[src/rtl/core/assert_macros.svh]
// Assertion macros shared by the RTL files of the date difference unit.
`ifndef ASSERT_MACROS_SVH
`define ASSERT_MACROS_SVH

// a at one edge implies b at the same edge
`define ASSERT_IMPL(lbl, clk, rst_n, a, b, msg) \
  lbl: assert property (@(posedge clk) disable iff (!rst_n) (a) |-> (b)) \
    else $error(msg);

// a at one edge implies b at the next edge
`define ASSERT_NEXT(lbl, clk, rst_n, a, b, msg) \
  lbl: assert property (@(posedge clk) disable iff (!rst_n) (a) |=> (b)) \
    else $error(msg);

// a at one edge implies b at a later edge
`define ASSERT_AFTER2(lbl, clk, rst_n, a, b, msg) \
  lbl: assert property (@(posedge clk) disable iff (!rst_n) (a) |-> ##2 (b)) \
    else $error(msg);

`endif

[src/rtl/core/cddu_pkg.sv]
// Types, constants and helper functions of the date difference unit.
`timescale 1ns / 1ps
package cddu_pkg;

  localparam int unsigned YEAR_W  = 14;
  localparam int unsigned MONTH_W = 4;
  localparam int unsigned DAY_W   = 5;
  localparam int unsigned DOY_W   = 9;   // up to 366 + 31
  localparam int unsigned BASE_W  = 23;  // days before Jan 1 of year 16383
  localparam int unsigned LEAP_W  = 13;  // leap years before a year
  localparam int unsigned COUNT_W = 22;
  localparam int unsigned DIFF_W  = 25;  // signed span of two bases

  localparam int unsigned YEAR_RAW_MAX = (1 << YEAR_W) - 1;

  localparam logic [BASE_W-1:0]  DAYS_COMMON = 23'd365;
  localparam logic [COUNT_W-1:0] COUNT_MAX   = {COUNT_W{1'b1}};

  // ceil(2^20 / 100); exact quotient for all 14-bit inputs
  localparam logic [YEAR_W-1:0] RECIP100 = 14'd10486;
  localparam int unsigned RECIP_SH = 20;

  typedef struct packed {
    logic [YEAR_W-1:0]  first_year;
    logic [MONTH_W-1:0] first_month;
    logic [DAY_W-1:0]   first_day;
    logic [YEAR_W-1:0]  second_year;
    logic [MONTH_W-1:0] second_month;
    logic [DAY_W-1:0]   second_day;
    logic               include_end;
  } cddu_in_t;

  typedef struct packed {
    logic               in_order;
    logic [COUNT_W-1:0] day_count;
  } cddu_out_t;

  // one date reduced to clamped year, day of year and days before its Jan 1
  typedef struct packed {
    logic [YEAR_W-1:0] year;
    logic [DOY_W-1:0]  doy;
    logic [BASE_W-1:0] base;
  } cddu_date_t;

  // days before the first of a month in a common year; 13..15 are a full year
  function automatic logic [DOY_W-1:0] months_before(input logic [MONTH_W-1:0] m);
    logic [DOY_W-1:0] v;
    unique case (m)
      4'd0:    v = 9'd0;
      4'd1:    v = 9'd0;
      4'd2:    v = 9'd31;
      4'd3:    v = 9'd59;
      4'd4:    v = 9'd90;
      4'd5:    v = 9'd120;
      4'd6:    v = 9'd151;
      4'd7:    v = 9'd181;
      4'd8:    v = 9'd212;
      4'd9:    v = 9'd243;
      4'd10:   v = 9'd273;
      4'd11:   v = 9'd304;
      4'd12:   v = 9'd334;
      default: v = 9'd365;
    endcase
    return v;
  endfunction

  // floor(x / 100) by reciprocal multiply
  function automatic logic [7:0] div100(input logic [YEAR_W-1:0] x);
    logic [2*YEAR_W-1:0] p;
    p = (2*YEAR_W)'(x) * (2*YEAR_W)'(RECIP100);
    return p[RECIP_SH +: 8];
  endfunction

endpackage

[src/rtl/core/cddu_date_conv.sv]
// Converts one date into clamped year, day of year and day base.
`timescale 1ns / 1ps
module cddu_date_conv #(
  parameter int unsigned MAX_YEAR = 9999
) (
  input  logic [cddu_pkg::YEAR_W-1:0]  year,
  input  logic [cddu_pkg::MONTH_W-1:0] month,
  input  logic [cddu_pkg::DAY_W-1:0]   day,
  output cddu_pkg::cddu_date_t         date
);

  localparam logic [cddu_pkg::YEAR_W-1:0] CLAMP_YEAR = cddu_pkg::YEAR_W'(
    (MAX_YEAR > cddu_pkg::YEAR_RAW_MAX) ? cddu_pkg::YEAR_RAW_MAX : MAX_YEAR);

  logic [cddu_pkg::YEAR_W-1:0] yc;
  logic [7:0]                  q;
  logic [cddu_pkg::YEAR_W-1:0] hundreds;
  logic                        rem_nz;
  logic                        q4_nz;
  logic                        leap;
  logic [cddu_pkg::LEAP_W-1:0] quarters;
  logic [cddu_pkg::LEAP_W-1:0] leaps;

  always_comb begin
    yc       = (year > CLAMP_YEAR) ? CLAMP_YEAR : year;
    q        = cddu_pkg::div100(yc);
    hundreds = (cddu_pkg::YEAR_W'(q) << 6) + (cddu_pkg::YEAR_W'(q) << 5)
             + (cddu_pkg::YEAR_W'(q) << 2);
    rem_nz   = (yc != hundreds);
    q4_nz    = (q[1:0] != 2'd0);
    leap     = ((yc[1:0] == 2'd0) && rem_nz) || (!rem_nz && !q4_nz);
    // ceil(y/4) - ceil(y/100) + ceil(y/400)
    quarters = cddu_pkg::LEAP_W'(({1'b0, yc} + 15'd3) >> 2);
    leaps    = quarters - (cddu_pkg::LEAP_W'(q) + cddu_pkg::LEAP_W'(rem_nz))
             + (cddu_pkg::LEAP_W'(q[7:2]) + cddu_pkg::LEAP_W'(rem_nz || q4_nz));

    date.year = yc;
    date.doy  = cddu_pkg::months_before(month)
              + cddu_pkg::DOY_W'((month >= 4'd3) && leap)
              + cddu_pkg::DOY_W'(day);
    date.base = cddu_pkg::BASE_W'(yc) * cddu_pkg::DAYS_COMMON
              + cddu_pkg::BASE_W'(leaps);
  end

endmodule

[src/rtl/core/cddu_span.sv]
// Orders two converted dates and forms the saturated day count.
`timescale 1ns / 1ps
module cddu_span (
  input  cddu_pkg::cddu_date_t date_a,
  input  cddu_pkg::cddu_date_t date_b,
  input  logic                 include_end,
  output cddu_pkg::cddu_out_t  res
);

  logic                                ordered;
  logic signed [cddu_pkg::DIFF_W-1:0] diff;

  always_comb begin
    ordered = (date_a.year != date_b.year) ? (date_a.year < date_b.year)
                                           : (date_a.doy < date_b.doy);
    diff = $signed(cddu_pkg::DIFF_W'(date_b.base)) - $signed(cddu_pkg::DIFF_W'(date_a.base))
         + $signed(cddu_pkg::DIFF_W'(date_b.doy)) - $signed(cddu_pkg::DIFF_W'(date_a.doy))
         + $signed(cddu_pkg::DIFF_W'(include_end));

    res.in_order = ordered;
    priority if (!ordered || diff < 0) begin
      res.day_count = '0;
    end else if (diff > $signed(cddu_pkg::DIFF_W'(cddu_pkg::COUNT_MAX))) begin
      res.day_count = cddu_pkg::COUNT_MAX;
    end else begin
      res.day_count = diff[cddu_pkg::COUNT_W-1:0];
    end
  end

endmodule

[src/rtl/core/calendar_date_difference_unit.sv]
// Top level of the Gregorian date difference unit.
// An accepted item strobes its result on out_valid once through the input, date and result registers.
// Throughput: one item per cycle; three register stages (input, date, result), no stall.
// busy is high only while rst_n is low; the receiver cannot hold results off.
// Reset (synchronous, active low) clears the stage valid bits; payload is not reset.
`timescale 1ns / 1ps
`include "assert_macros.svh"
module calendar_date_difference_unit #(
  parameter int unsigned MAX_YEAR = 9999
) (
  input  logic                clk,
  input  logic                rst_n,
  input  logic                start,
  output logic                busy,
  input  cddu_pkg::cddu_in_t  in_item,
  output logic                out_valid,
  output cddu_pkg::cddu_out_t out_item
);

  // Stage 0: input register
  cddu_pkg::cddu_in_t   item_r;
  logic                 item_valid_r;
  logic                 accept;

  // Stage 1: both dates reduced to (year, day of year, day base)
  cddu_pkg::cddu_date_t date_a_nxt, date_b_nxt;
  cddu_pkg::cddu_date_t date_a_r, date_b_r;
  logic                 inc_r;
  logic                 date_valid_r;

  // Stage 2: result register
  cddu_pkg::cddu_out_t  out_nxt;
  cddu_pkg::cddu_out_t  out_r;
  logic                 out_valid_r;

  // Nothing ever backs up, so the only time an item is refused is reset.
  assign busy   = ~rst_n;
  assign accept = start && !busy;

  always_ff @(posedge clk) begin
    if (!rst_n) begin
      item_valid_r <= 1'b0;
      date_valid_r <= 1'b0;
      out_valid_r  <= 1'b0;
    end else begin
      item_valid_r <= accept;
      date_valid_r <= item_valid_r;
      out_valid_r  <= date_valid_r;
    end
  end

  // Payload moves every cycle; the valid bits say which slots are real.
  always_ff @(posedge clk) begin
    item_r   <= in_item;
    date_a_r <= date_a_nxt;
    date_b_r <= date_b_nxt;
    inc_r    <= item_r.include_end;
    out_r    <= out_nxt;
  end

  // Start date: clamp year, leap test, day of year, days before Jan 1.
  cddu_date_conv #(
    .MAX_YEAR(MAX_YEAR)
  ) u_conv_a (
    .year (item_r.first_year),
    .month(item_r.first_month),
    .day  (item_r.first_day),
    .date (date_a_nxt)
  );

  // End date: same conversion.
  cddu_date_conv #(
    .MAX_YEAR(MAX_YEAR)
  ) u_conv_b (
    .year (item_r.second_year),
    .month(item_r.second_month),
    .day  (item_r.second_day),
    .date (date_b_nxt)
  );

  // Ordering test, base difference and saturation to the count range.
  cddu_span u_span (
    .date_a     (date_a_r),
    .date_b     (date_b_r),
    .include_end(inc_r),
    .res        (out_nxt)
  );

  assign out_valid = out_valid_r;
  assign out_item  = out_r;

  // An item held in the input register strobes out after the date and result registers.
  `ASSERT_AFTER2(a_accept_to_result, clk, rst_n, item_valid_r, out_valid, "item lost in pipe")
  // Identical dates can never be reported as ordered.
  `ASSERT_NEXT(a_same_date_unordered, clk, rst_n,
    date_valid_r && (date_a_r.year == date_b_r.year) && (date_a_r.doy == date_b_r.doy),
    !out_item.in_order, "equal dates flagged in order")
  // An unordered pair always carries a zero count.
  `ASSERT_IMPL(a_unordered_zero, clk, rst_n, out_valid && !out_item.in_order,
    out_item.day_count == '0, "nonzero count on unordered pair")

endmodule

[config.mk]
export PLATFORM = sky130hd
export DESIGN_NAME = calendar_date_difference_unit
export DESIGN_NICKNAME = d
export VERILOG_FILES = /design/src/rtl/core/cddu_pkg.sv /design/src/rtl/core/cddu_date_conv.sv /design/src/rtl/core/cddu_span.sv /design/src/rtl/core/calendar_date_difference_unit.sv
export VERILOG_INCLUDE_DIRS = /design/src /design/src/rtl/core
export SDC_FILE = /design/constraint.sdc
export NUM_CORES = 1
export LEC_CHECK = 0
export ABC_AREA = 1
export ABC_CLOCK_PERIOD_IN_PS = 31900
export BUFFER_PORTS_ARGS = -buffer_cell sky130_fd_sc_hd__buf_2
export CAP_MARGIN = 15
export CORE_MARGIN = 2
export CORE_UTILIZATION = 55
export CTS_CLUSTER_DIAMETER = 100
export DETAILED_ROUTE_END_ITERATION = 10
export HOLD_SLACK_MARGIN = 0.03
export PLACE_DENSITY = 0.71
export SLEW_MARGIN = 5
export SYNTH_ARGS = -nofsm -noshare
export SYNTH_HDL_FRONTEND = slang
export SYNTH_SLANG_ARGS = --single-unit
[constraint.sdc]
create_clock -name clk -period 31.9 [get_ports clk]
set_input_delay 3.19 -clock clk [delete_from_list [all_inputs] [get_ports clk]]
set_output_delay 3.19 -clock clk [all_outputs]
set_load 0.1 [all_outputs]
==> impl_metrics.tcl, run 1 <==
set metrics [dict create \
    synth_fp_nets 3713 \
    synth_cells 2951 \
    min_to "inc_r" \
    syn_area_per_cell_sq_um 8.30 \
    yosysWarnings 0 \
    antenna_cells 0 \
    cp_slowest_cell "fa_1" \
    core_sq_mm 0.0441 \
    crit_path_frequent_cell "nand2_1" \
    initial_core_util_pct 55.5 \
    htreeDepth 4 \
    final-seq-area_sq_mm 0.00368 \
    holdBufCountCts 0 \
    crit_type "reg -> reg" \
    die-area_sq_mm 0.0462 \
    die_w_um 215 \
    maxSlewViolCount 0 \
    arrival_ns 14.87 \
    fin_util_pct 59.2 \
    portBuffers 74 \
    ant_nets 0 \
    path_buf_inv 10 \
    ys_seq_area_share_pct 15.0 \
    slew_headroom_pct 43.0 \
    crit_required_ns 32.29 \
    grt_antenna_before_repair 1 \
    root_buffer "clkbuf_16" \
    finalSetupViolations 0 \
    syn_to_final_growth_pct 6.72 \
    cts_sinks 184 \
    rsz0062_at_grt "no" \
    hold_viol_final 0 \
    regToRegSetupSlack_ns 17.42 \
    nets 3795 \
    finalInstanceArea_sq_mm 0.0261 \
    insertion_delay_ns 0.49 \
    worst_setup_path_start_kind "register" \
    synth_seq_cells 184 \
    ctsResizeCount 0 \
    place_area_sq_mm 0.0255 \
    drive_gt1_share_pct 6.86 \
    wire_per_inst_um 17.7 \
    clk_pin_slew_ns 0.08 \
    status "finished clean" \
    place.gp.congestion 1.02 \
    syn_area_sq_mm 0.0245 \
    r2r-end "date_b_r[19]" \
    dpl.hpwl_um 56700 \
    ys_types 63 \
    worstHoldPathCells 0 \
    cts_buffer_depth 2 \
    post_cts_buffers 0 \
    first_iter_violations 1268 \
    viasPerCell 5.30 \
    numCtsBuffers 17 \
    max_freq_mhz 69.1 \
    drc 0 \
    layout_worst_path_cycle_share_pct 45.4 \
    critPathTopFamily "adder cells" \
    fin_skew_ns 0.0111 \
    first_global_vias 19700 \
    endpoint_kind "register" \
    hold_path.class "reg -> reg" \
    rows 77 \
    cap_violations 0 \
    cp_max_fo 16 \
    pin_count 75 \
    grt_pass1_wl_um 104000 \
    worst_pin_slew_ns 0.844 \
    vias 19300 \
    gr-total-overflow 0 \
    rr_worst_depth 67 \
    timing.rr.start "item_r[17]" \
    min-delay-start "item_r[0]" \
    grt_usage_pct 28.9 \
    max_stage_delay_ns 0.53 \
    n_fill_cell 4030 \
    drt-pass1-iter-count 5 \
    grt_max_degree 23 \
    multi_input_area_sq_mm 0.0182 \
    die_h_um 215 \
    period_minus_slack_ns 14.48 \
    fin_setup_tns_ns 0 \
    tritoncts "built" \
    finalWirelength_um 64500 \
]
-- routing by layer --
metal  track usage [%]  share of wire, %
met3              4.30               5.3
met1              39.7                47
met2              46.9                45
met5                 0             0.019
met4              9.59               2.8
-- worst reg2reg max path: cells and delay by family (launching register included) --
family | cells | cell delay (ns)
xor gates and xnor gates | 3 | 0.95
and+or+nand+nor | 31 | 4.17
AOI/OAI and AO/OA | 9 | 2.16
adders and majority gates | 14 | 5.47
buffers and inverters | 10 | 1.27
DFF | 1 | 0.38
-- stage by stage --
step           hold slack, ns  worst slack, ns  instances
6_report                0.343            17.42       3638
4_1_cts                 0.350            17.41       3638
5_1_grt                 0.352            15.97       3638
2_1_floorplan           0.310            19.45       2951
3_5_place_dp            0.332            17.44       3606
3_3_place_gp            0.319            17.57       3606
-- sequential cells by signal, indices dropped and copies added, names as in the netlist, named ones only --
| register | cells |
|---|---|
| date_valid_r | 1 |
| inc_r | 1 |
| out_valid | 1 |
| item_r | 47 |
| out_item | 23 |
| item_valid_r | 1 |
| date_b_r | 46 |
| date_a_r | 46 |
-- worst max-delay path by stage --
stage,start,to,cells after the start
4_1_cts,item_r[17],date_b_r[20],75
3_5_place_dp,item_r[17],date_b_r[20],75
2_1_floorplan,item_r[17],date_b_r[20],73
3_3_place_gp,item_r[17],date_b_r[20],75
6_report,item_r[17],date_b_r[19],67
5_1_grt,item_r[17],date_b_r[20],75
-- logic make-up (layout without fill, tap and decap cells) --
family / Yosys count / count (layout) / synth area share, %
AOI/OAI and AO/OA: 407 / 407 / 9.34
xor gates and xnor gates: 192 / 192 / 7.17
adders and majority gates: 712 / 712 / 43.8
buffers and inverters: 692 / 787 / 10.8
DFF: 184 / 184 / 15.0
and+or+nand+nor: 764 / 764 / 13.9
-- placed cells by master (no fill, tap or decap), drive strengths merged, types with 17 or more instances in the layout --
| cell | synthesis | routed |
|---|---|---|
| a21oi | 213 | 213 |
| buf | 7 | 75 |
| clkbuf | 5 | 17 |
| dfxtp | 184 | 184 |
| fa | 241 | 241 |
| ha | 471 | 471 |
| inv | 678 | 685 |
| nand2 | 420 | 420 |
| nand3 | 91 | 91 |
| nand4 | 29 | 29 |
| nor2 | 172 | 172 |
| nor3 | 20 | 20 |
| o21ai | 110 | 110 |
| xnor2 | 48 | 48 |
| xor2 | 143 | 143 |
-- synthesized netlist by cell type (all sizes together) --
master / instances / share of area [%]
nor4: 7 / 0.18
nand3b: 8 / 0.25
dfxtp: 184 / 15
a211o: 2 / 0.072
xnor3: 1 / 0.092
a21boi: 8 / 0.25
buf: 7 / 0.23
o31ai: 4 / 0.12
o221a: 3 / 0.14
nand4: 29 / 0.77
clkinv: 2 / 0.036
clkbuf: 5 / 0.077
a21oi: 213 / 4.4
xnor2: 48 / 1.9
or2: 14 / 0.36
o21ai: 110 / 2.3
nor3b: 1 / 0.031
o41ai: 2 / 0.072
o21a: 5 / 0.15
nand2: 420 / 6.9
o311ai: 1 / 0.036
inv: 678 / 10
o221ai: 4 / 0.14
a211oi: 5 / 0.15
o2111ai: 2 / 0.072
fa: 241 / 20
a31oi: 14 / 0.36
and2: 1 / 0.026
and3: 1 / 0.026
o22ai: 3 / 0.077
a21o: 10 / 0.31
o21bai: 14 / 0.43
o211ai: 6 / 0.20
ha: 471 / 24
o211a: 1 / 0.041
nand3: 91 / 1.9
nor2: 172 / 3.0
xor2: 143 / 5.2
nor3: 20 / 0.48
-- area by class of cell --
type,count,share of cell area (%)
multi-input combinational,2075,69.5
inverter,680,9.79
tap,592,2.83
clock buffer,17,1.63
sequential,184,14.1
clock inverter,15,0.685
timing repair buffer,75,1.45
Power of run 1 is left out: the tool's default activity adds up to more than one toggle a clock period on the data nets, which glitch-free logic cannot reach.
==> run 2: changes to the inputs <==
--- a/config.mk
+++ b/config.mk
@@ -7,7 +7,7 @@
 export NUM_CORES = 1
 export LEC_CHECK = 0
 export ABC_AREA = 1
-export ABC_CLOCK_PERIOD_IN_PS = 31900
+export ABC_CLOCK_PERIOD_IN_PS = 14660
 export BUFFER_PORTS_ARGS = -buffer_cell sky130_fd_sc_hd__buf_2
 export CAP_MARGIN = 15
 export CORE_MARGIN = 2
==> constraint.sdc (replaced) <==
create_clock -name clk -period 14.66 [get_ports clk]
set_input_delay 1.466 -clock clk [delete_from_list [all_inputs] [get_ports clk]]
set_output_delay 1.466 -clock clk [all_outputs]
set_load 0.1 [all_outputs]
==> run 2 against run 1 <==
  * Register-to-register slack got worse by 16 ns
  * Clock skew increased by 0.0031 ns
  * Clock-buffer cell count unchanged
  * First-iteration DRC count increased by 3.5%
  * Sequential cell count unchanged
==> impl_metrics.tcl, run 2 (same netlist as run 1, synthesis figures left out) <==
set metrics [dict create \
    dpl.hpwl_um 55400 \
    min_to "inc_r" \
    drive_gt1_share_pct 8.16 \
    crit_required_ns 15.05 \
    hold_ws_ns 0.352 \
    cp_slowest_cell "fa_1" \
    initial_core_util_pct 55.5 \
    rr_worst_depth 77 \
    place.gp.congestion 0.999 \
    hold_viol_final 0 \
    final_common_cell "inv_1" \
    finalSetupViolations 0 \
    drc 0 \
    path_buf_inv 9 \
    first_global_vias 19700 \
    cap_violations 0 \
    core_sq_mm 0.0441 \
    max_stage_delay_ns 0.55 \
    die-area_sq_mm 0.0462 \
    vias 19400 \
    period_minus_slack_ns 13.71 \
    largest_reg_flops 47 \
    syn_to_final_growth_pct 7.99 \
    gr-total-overflow 0 \
    portBuffers 74 \
    antenna_cells 0 \
    viasPerCell 5.30 \
    finalWirelength_um 63500 \
    endpoint_kind "register" \
    arrival_ns 14.11 \
    pin_count 75 \
    grt_antenna_before_repair 0 \
    reg_top3 "item_r (47), date_a_r (46), date_b_r (46)" \
    worst_setup_path_start_kind "register" \
    root_buffer "clkbuf_16" \
    cts_buffer_depth 2 \
    hold_path.class "reg -> reg" \
    layout_worst_path_cycle_share_pct 93.5 \
    timing.rr.start "item_r[16]" \
    post-place-ws_ns 0.470 \
    r2r-end "date_b_r[20]" \
    status "finished clean" \
    holdBufCountCts 0 \
    tritoncts "built" \
    grt_max_degree 23 \
    first_iter_violations 1312 \
    cp_max_fo 16 \
    min-delay-start "item_r[0]" \
    drt-pass1-iter-count 7 \
    htreeDepth 4 \
    grt_pass1_wl_um 103000 \
    regToRegSetupSlack_ns 0.95 \
    fin_skew_ns 0.0143 \
    layout_setup_ws_ns 0.947 \
    grt_usage_pct 28.6 \
    die_w_um 215 \
    crit_path_frequent_cell "nand2_1" \
    max_freq_mhz 72.9 \
    worst_pin_slew_ns 0.750 \
    final_cell_mix "653 x inv_1, 470 x ha_1, 389 x nand2_1" \
    critPathTopFamily "adder cells" \
    numCtsBuffers 17 \
    n_fill_cell 3983 \
    insertion_delay_ns 0.50 \
    crit_type "reg -> reg" \
    largest_register "item_r" \
    slew_headroom_pct 49.4 \
    maxSlewViolCount 0 \
    wire_per_inst_um 17.4 \
    clk_pin_slew_ns 0.08 \
    die_h_um 215 \
    worstHoldPathCells 0 \
    ant_nets 0 \
    nets 3814 \
    rows 77 \
    cts_sinks 184 \
]
run 2: cell count changes in the layout (fill, tap and decap cells not counted), sizes merged:
cell and delta:
buf +19, inv -2, clkinvlp +1, bufinv +1
run 2: worst max path at each step:
stage                     slack (ns)      endpoint  cells past startpoint       start
after floorplan                 2.21  date_b_r[20]                     73  item_r[17]
after global placement          0.71  date_b_r[20]                     73  item_r[17]
after detailed placement        0.47  date_b_r[20]                     76  item_r[17]
after CTS                       0.41  date_b_r[20]                     76  item_r[17]
after global routing           -0.02  date_b_r[20]                     75  item_r[16]
final                           0.95  date_b_r[20]                     77  item_r[16]
run 2: final cells by class:
type	count	area (sq um)	area share, %
inverters	680	2570	9.71
multi-input cells	2075	18300	69.2
clock inverters	15	208	0.785
repair buffers	94	520	1.97
flip-flops and latches	184	3680	13.9
clock buffers	17	425	1.61
well taps	592	741	2.80
run 2: metrics by stage:
stage	cell area, sq um	utilization (%)	TNS, ns	std cells
floorplan	24500	-	0	2951
global placement	25600	58.1	0	3618
CTS	26300	59.5	0	3650
finish	26400	59.9	0	3657
global route	26400	59.9	-0.0179	3657
detailed placement	25600	58.1	0	3618
run 2: repair_timing:
action | 4_1_cts | 5_1_grt
buffers inserted | 0 | 7
setup endpoints to repair | 0 | 17
gates resized for setup | 0 | 34
run 2: per-layer routing:
| layer | vias to the layer above | global-route usage [%] | part of all wire (%) |
|---|---|---|---|
| met3 | 81 | 3.95 | 5.6 |
| met1 | 9186 | 39.7 | 47 |
| met4 | 0 | 8.97 | 2.4 |
| met5 | - | 0 | 0 |
| li1 | 9557 | - | - |
| met2 | 570 | 46.4 | 45 |
Power of run 2 is left out for the same reason.
==> run 3: changes to the inputs <==
--- a/config.mk
+++ b/config.mk
@@ -19,4 +19,5 @@
 export SLEW_MARGIN = 5
 export SYNTH_ARGS = -nofsm -noshare
 export SYNTH_HDL_FRONTEND = slang
+export SYNTH_HIERARCHICAL = 1
 export SYNTH_SLANG_ARGS = --single-unit
==> run 3 against run 2 <==
  * First-iteration DRC count is 6.7% lower
  * Worst setup slack worse by 0.089 ns
  * Register-to-register slack worse by 0.09 ns
  * Cell area is 1.4% higher
  * Clock skew is 0.0031 ns higher
  * Clock-buffer cell count stayed put
  * Non-clock buffer count is 5 lower
  * Routed wire length is 3.8% higher
  * Fmax is 0.65% lower
  * Area after synthesis is 2.3% higher
  * Critical path depth is 5 lower
  * Die area is 2.2% higher
==> impl_metrics.tcl, run 3 <==
set metrics [dict create \
    reg_top3 "item_r (47), date_a_r (46), date_b_r (46)" \
    hold_ws_ns 0.332 \
    max_stage_delay_ns 0.56 \
    yosysWarnings 6 \
    synth_largest_area_cell "ha_1" \
    cts_sinks 166 \
    vias 20400 \
    status "finished clean" \
    regToRegSetupSlack_ns 0.86 \
    synth_cells 3217 \
    tritoncts "built" \
    wire_per_inst_um 16.8 \
    endpoint_kind "register" \
    die-area_sq_mm 0.0473 \
    cp_max_fo 15 \
    nets 4056 \
    ant_nets 0 \
    min-delay-start "item_r[0]" \
    viasPerCell 5.19 \
    fin_skew_ns 0.0173 \
    maxSlewViolCount 0 \
    cts_buffer_depth 2 \
    finalSetupViolations 0 \
    ys_types 55 \
    final_cell_mix "773 x inv_1, 590 x nand2_1, 463 x ha_1" \
    finalInstanceArea_sq_mm 0.0268 \
    cp_slowest_cell "fa_1" \
    synth_fp_nets 3961 \
    synth_area_leaders "ha_1 23%, fa_1 18%, dfxtp_1 13%" \
    yosys.area.top_type_share_pct 23.1 \
    gr-total-overflow 0 \
    min_to "inc_r" \
    r2r-end "date_a_r[20]" \
    rsz0062_at_grt "yes" \
    worstHoldPathCells 0 \
    first_global_vias 20600 \
    hold_viol_final 0 \
    insertion_delay_ns 0.49 \
    synth_compound_area_share_pct 7.63 \
    clk_pin_slew_ns 0.07 \
    grt_pass1_wl_um 107000 \
    drt-pass1-iter-count 5 \
    final_common_cell "inv_1" \
    synth_edf_count 0 \
    ys_seq_area_share_pct 13.3 \
    multi_input_area_sq_mm 0.0187 \
    synth_xor_area_share_pct 5.73 \
    place_area_sq_mm 0.0261 \
    rows 78 \
    holdBufCountCts 0 \
    syn_area_per_cell_sq_um 7.79 \
    netlist_top_cells_count "773 x inv_1, 590 x nand2_1, 463 x ha_1" \
    yosys.area_share.simple_pct 19.4 \
    layout_setup_ws_ns 0.857 \
    hold_path.class "reg -> reg" \
    root_buffer "clkbuf_16" \
    worst_pin_slew_ns 1.19 \
    slew_headroom_pct 19.9 \
    layout_worst_path_cycle_share_pct 94.2 \
    numCtsBuffers 17 \
    dpl.hpwl_um 57900 \
    dp.cells 3890 \
    grt_antenna_before_repair 1 \
    crit_required_ns 15.01 \
    worst_setup_path_start_kind "register" \
    ys_async_sr_fraction_pct 0 \
    core_sq_mm 0.0452 \
    synth_seq_cells 166 \
    initial_core_util_pct 55.4 \
    synth_ff_type "dfxtp_1" \
    syn_to_final_growth_pct 7.05 \
    final-seq-area_sq_mm 0.00333 \
    timing.rr.start "item_r[40]" \
    finalWirelength_um 65900 \
    yosysMostFrequentCell "inv_1" \
    rr_worst_depth 72 \
    arrival_ns 14.16 \
    drive_gt1_share_pct 9.14 \
    first_iter_violations 1224 \
    pin_count 75 \
    cap_violations 0 \
    post-place-ws_ns 0.419 \
    yosys-mux-area-fraction_pct 0 \
    syn_area_sq_mm 0.0251 \
    synth_top_family_by_area "adder cells" \
    largest_register "item_r" \
    largest_reg_flops 47 \
    crit_type "reg -> reg" \
    place.gp.congestion 1.03 \
    synth_adder_area_share_pct 41.6 \
    max_freq_mhz 72.4 \
    crit_path_frequent_cell "nand2_1" \
    final_cells 3926 \
    drc 0 \
    grt_max_degree 23 \
    portBuffers 74 \
    grt_usage_pct 29.1 \
    n_fill_cell 4215 \
    die_w_um 217 \
    htreeDepth 4 \
    die_h_um 217 \
    period_minus_slack_ns 13.80 \
]
run 3: metrics by stage:
step | TNS, ns | util [%]
floorplan | 0 | -
global placement | 0 | 57.9
detailed placement | 0 | 57.9
CTS | 0 | 59.2
global route | -0.0159 | 59.3
finish | 0 | 59.3
run 3: cells by family (layout without fill, tap and decap cells):
logic type,Yosys count,in the layout
AOI/OAI and AO/OA,326,326
xor gates and xnor gates,163,163
adders and majority gates,694,694
buffers and inverters,808,916
DFF,166,166
other,0,1
and+or+nand+nor,1060,1060
run 3: layer usage:
| metal | share of wire, % | up-vias | track usage [%] |
|---|---|---|---|
| met2 | 46 | 497 | 48.3 |
| met5 | 0 | - | 0 |
| met3 | 5.3 | 89 | 4.11 |
| met1 | 47 | 9641 | 39.4 |
| li1 | - | 10200 | - |
| met4 | 2.2 | 0 | 8.84 |
run 3: worst max path at each step:
stage,end,slack [ns],startpoint,cells after the start
after CTS,date_a_r[20],0.35,item_r[39],74
after floorplan,date_b_r[21],2.68,item_r[16],77
after global placement,date_a_r[20],0.57,item_r[39],75
final,date_a_r[20],0.86,item_r[40],72
after global routing,date_a_r[20],-0.02,item_r[39],72
after detailed placement,date_a_r[20],0.42,item_r[39],74
run 3: what timing repair did:
item                       in CTS  in global routing
resized for setup               0                 14
setup endpoints to repair       0                 12
setup buffers                   0                  3
hold endpoints to repair        0                  0
run 3: cell type report:
| cell class | count | share of cell area [%] |
|---|---|---|
| diodes | 1 | 0.00933 |
| clock buffers | 17 | 1.59 |
| clock inverters | 15 | 0.658 |
| inverters | 795 | 11.2 |
| multi-input cells | 2243 | 69.6 |
| flip-flops and latches | 166 | 12.4 |
| well taps | 600 | 2.80 |
| repair buffers | 89 | 1.80 |
run 3: worst max-delay path, delay by kind of cell, from the launching register on:
kind,cells,cell delay [ns]
xor gates and xnor gates,4,1.02
adders and majority gates,12,5.04
AOI/OAI and AO/OA,10,1.94
and+or+nand+nor,39,4.59
DFF,1,0.40
buffers and inverters,7,0.66
Power of run 3 is left out for the same reason.
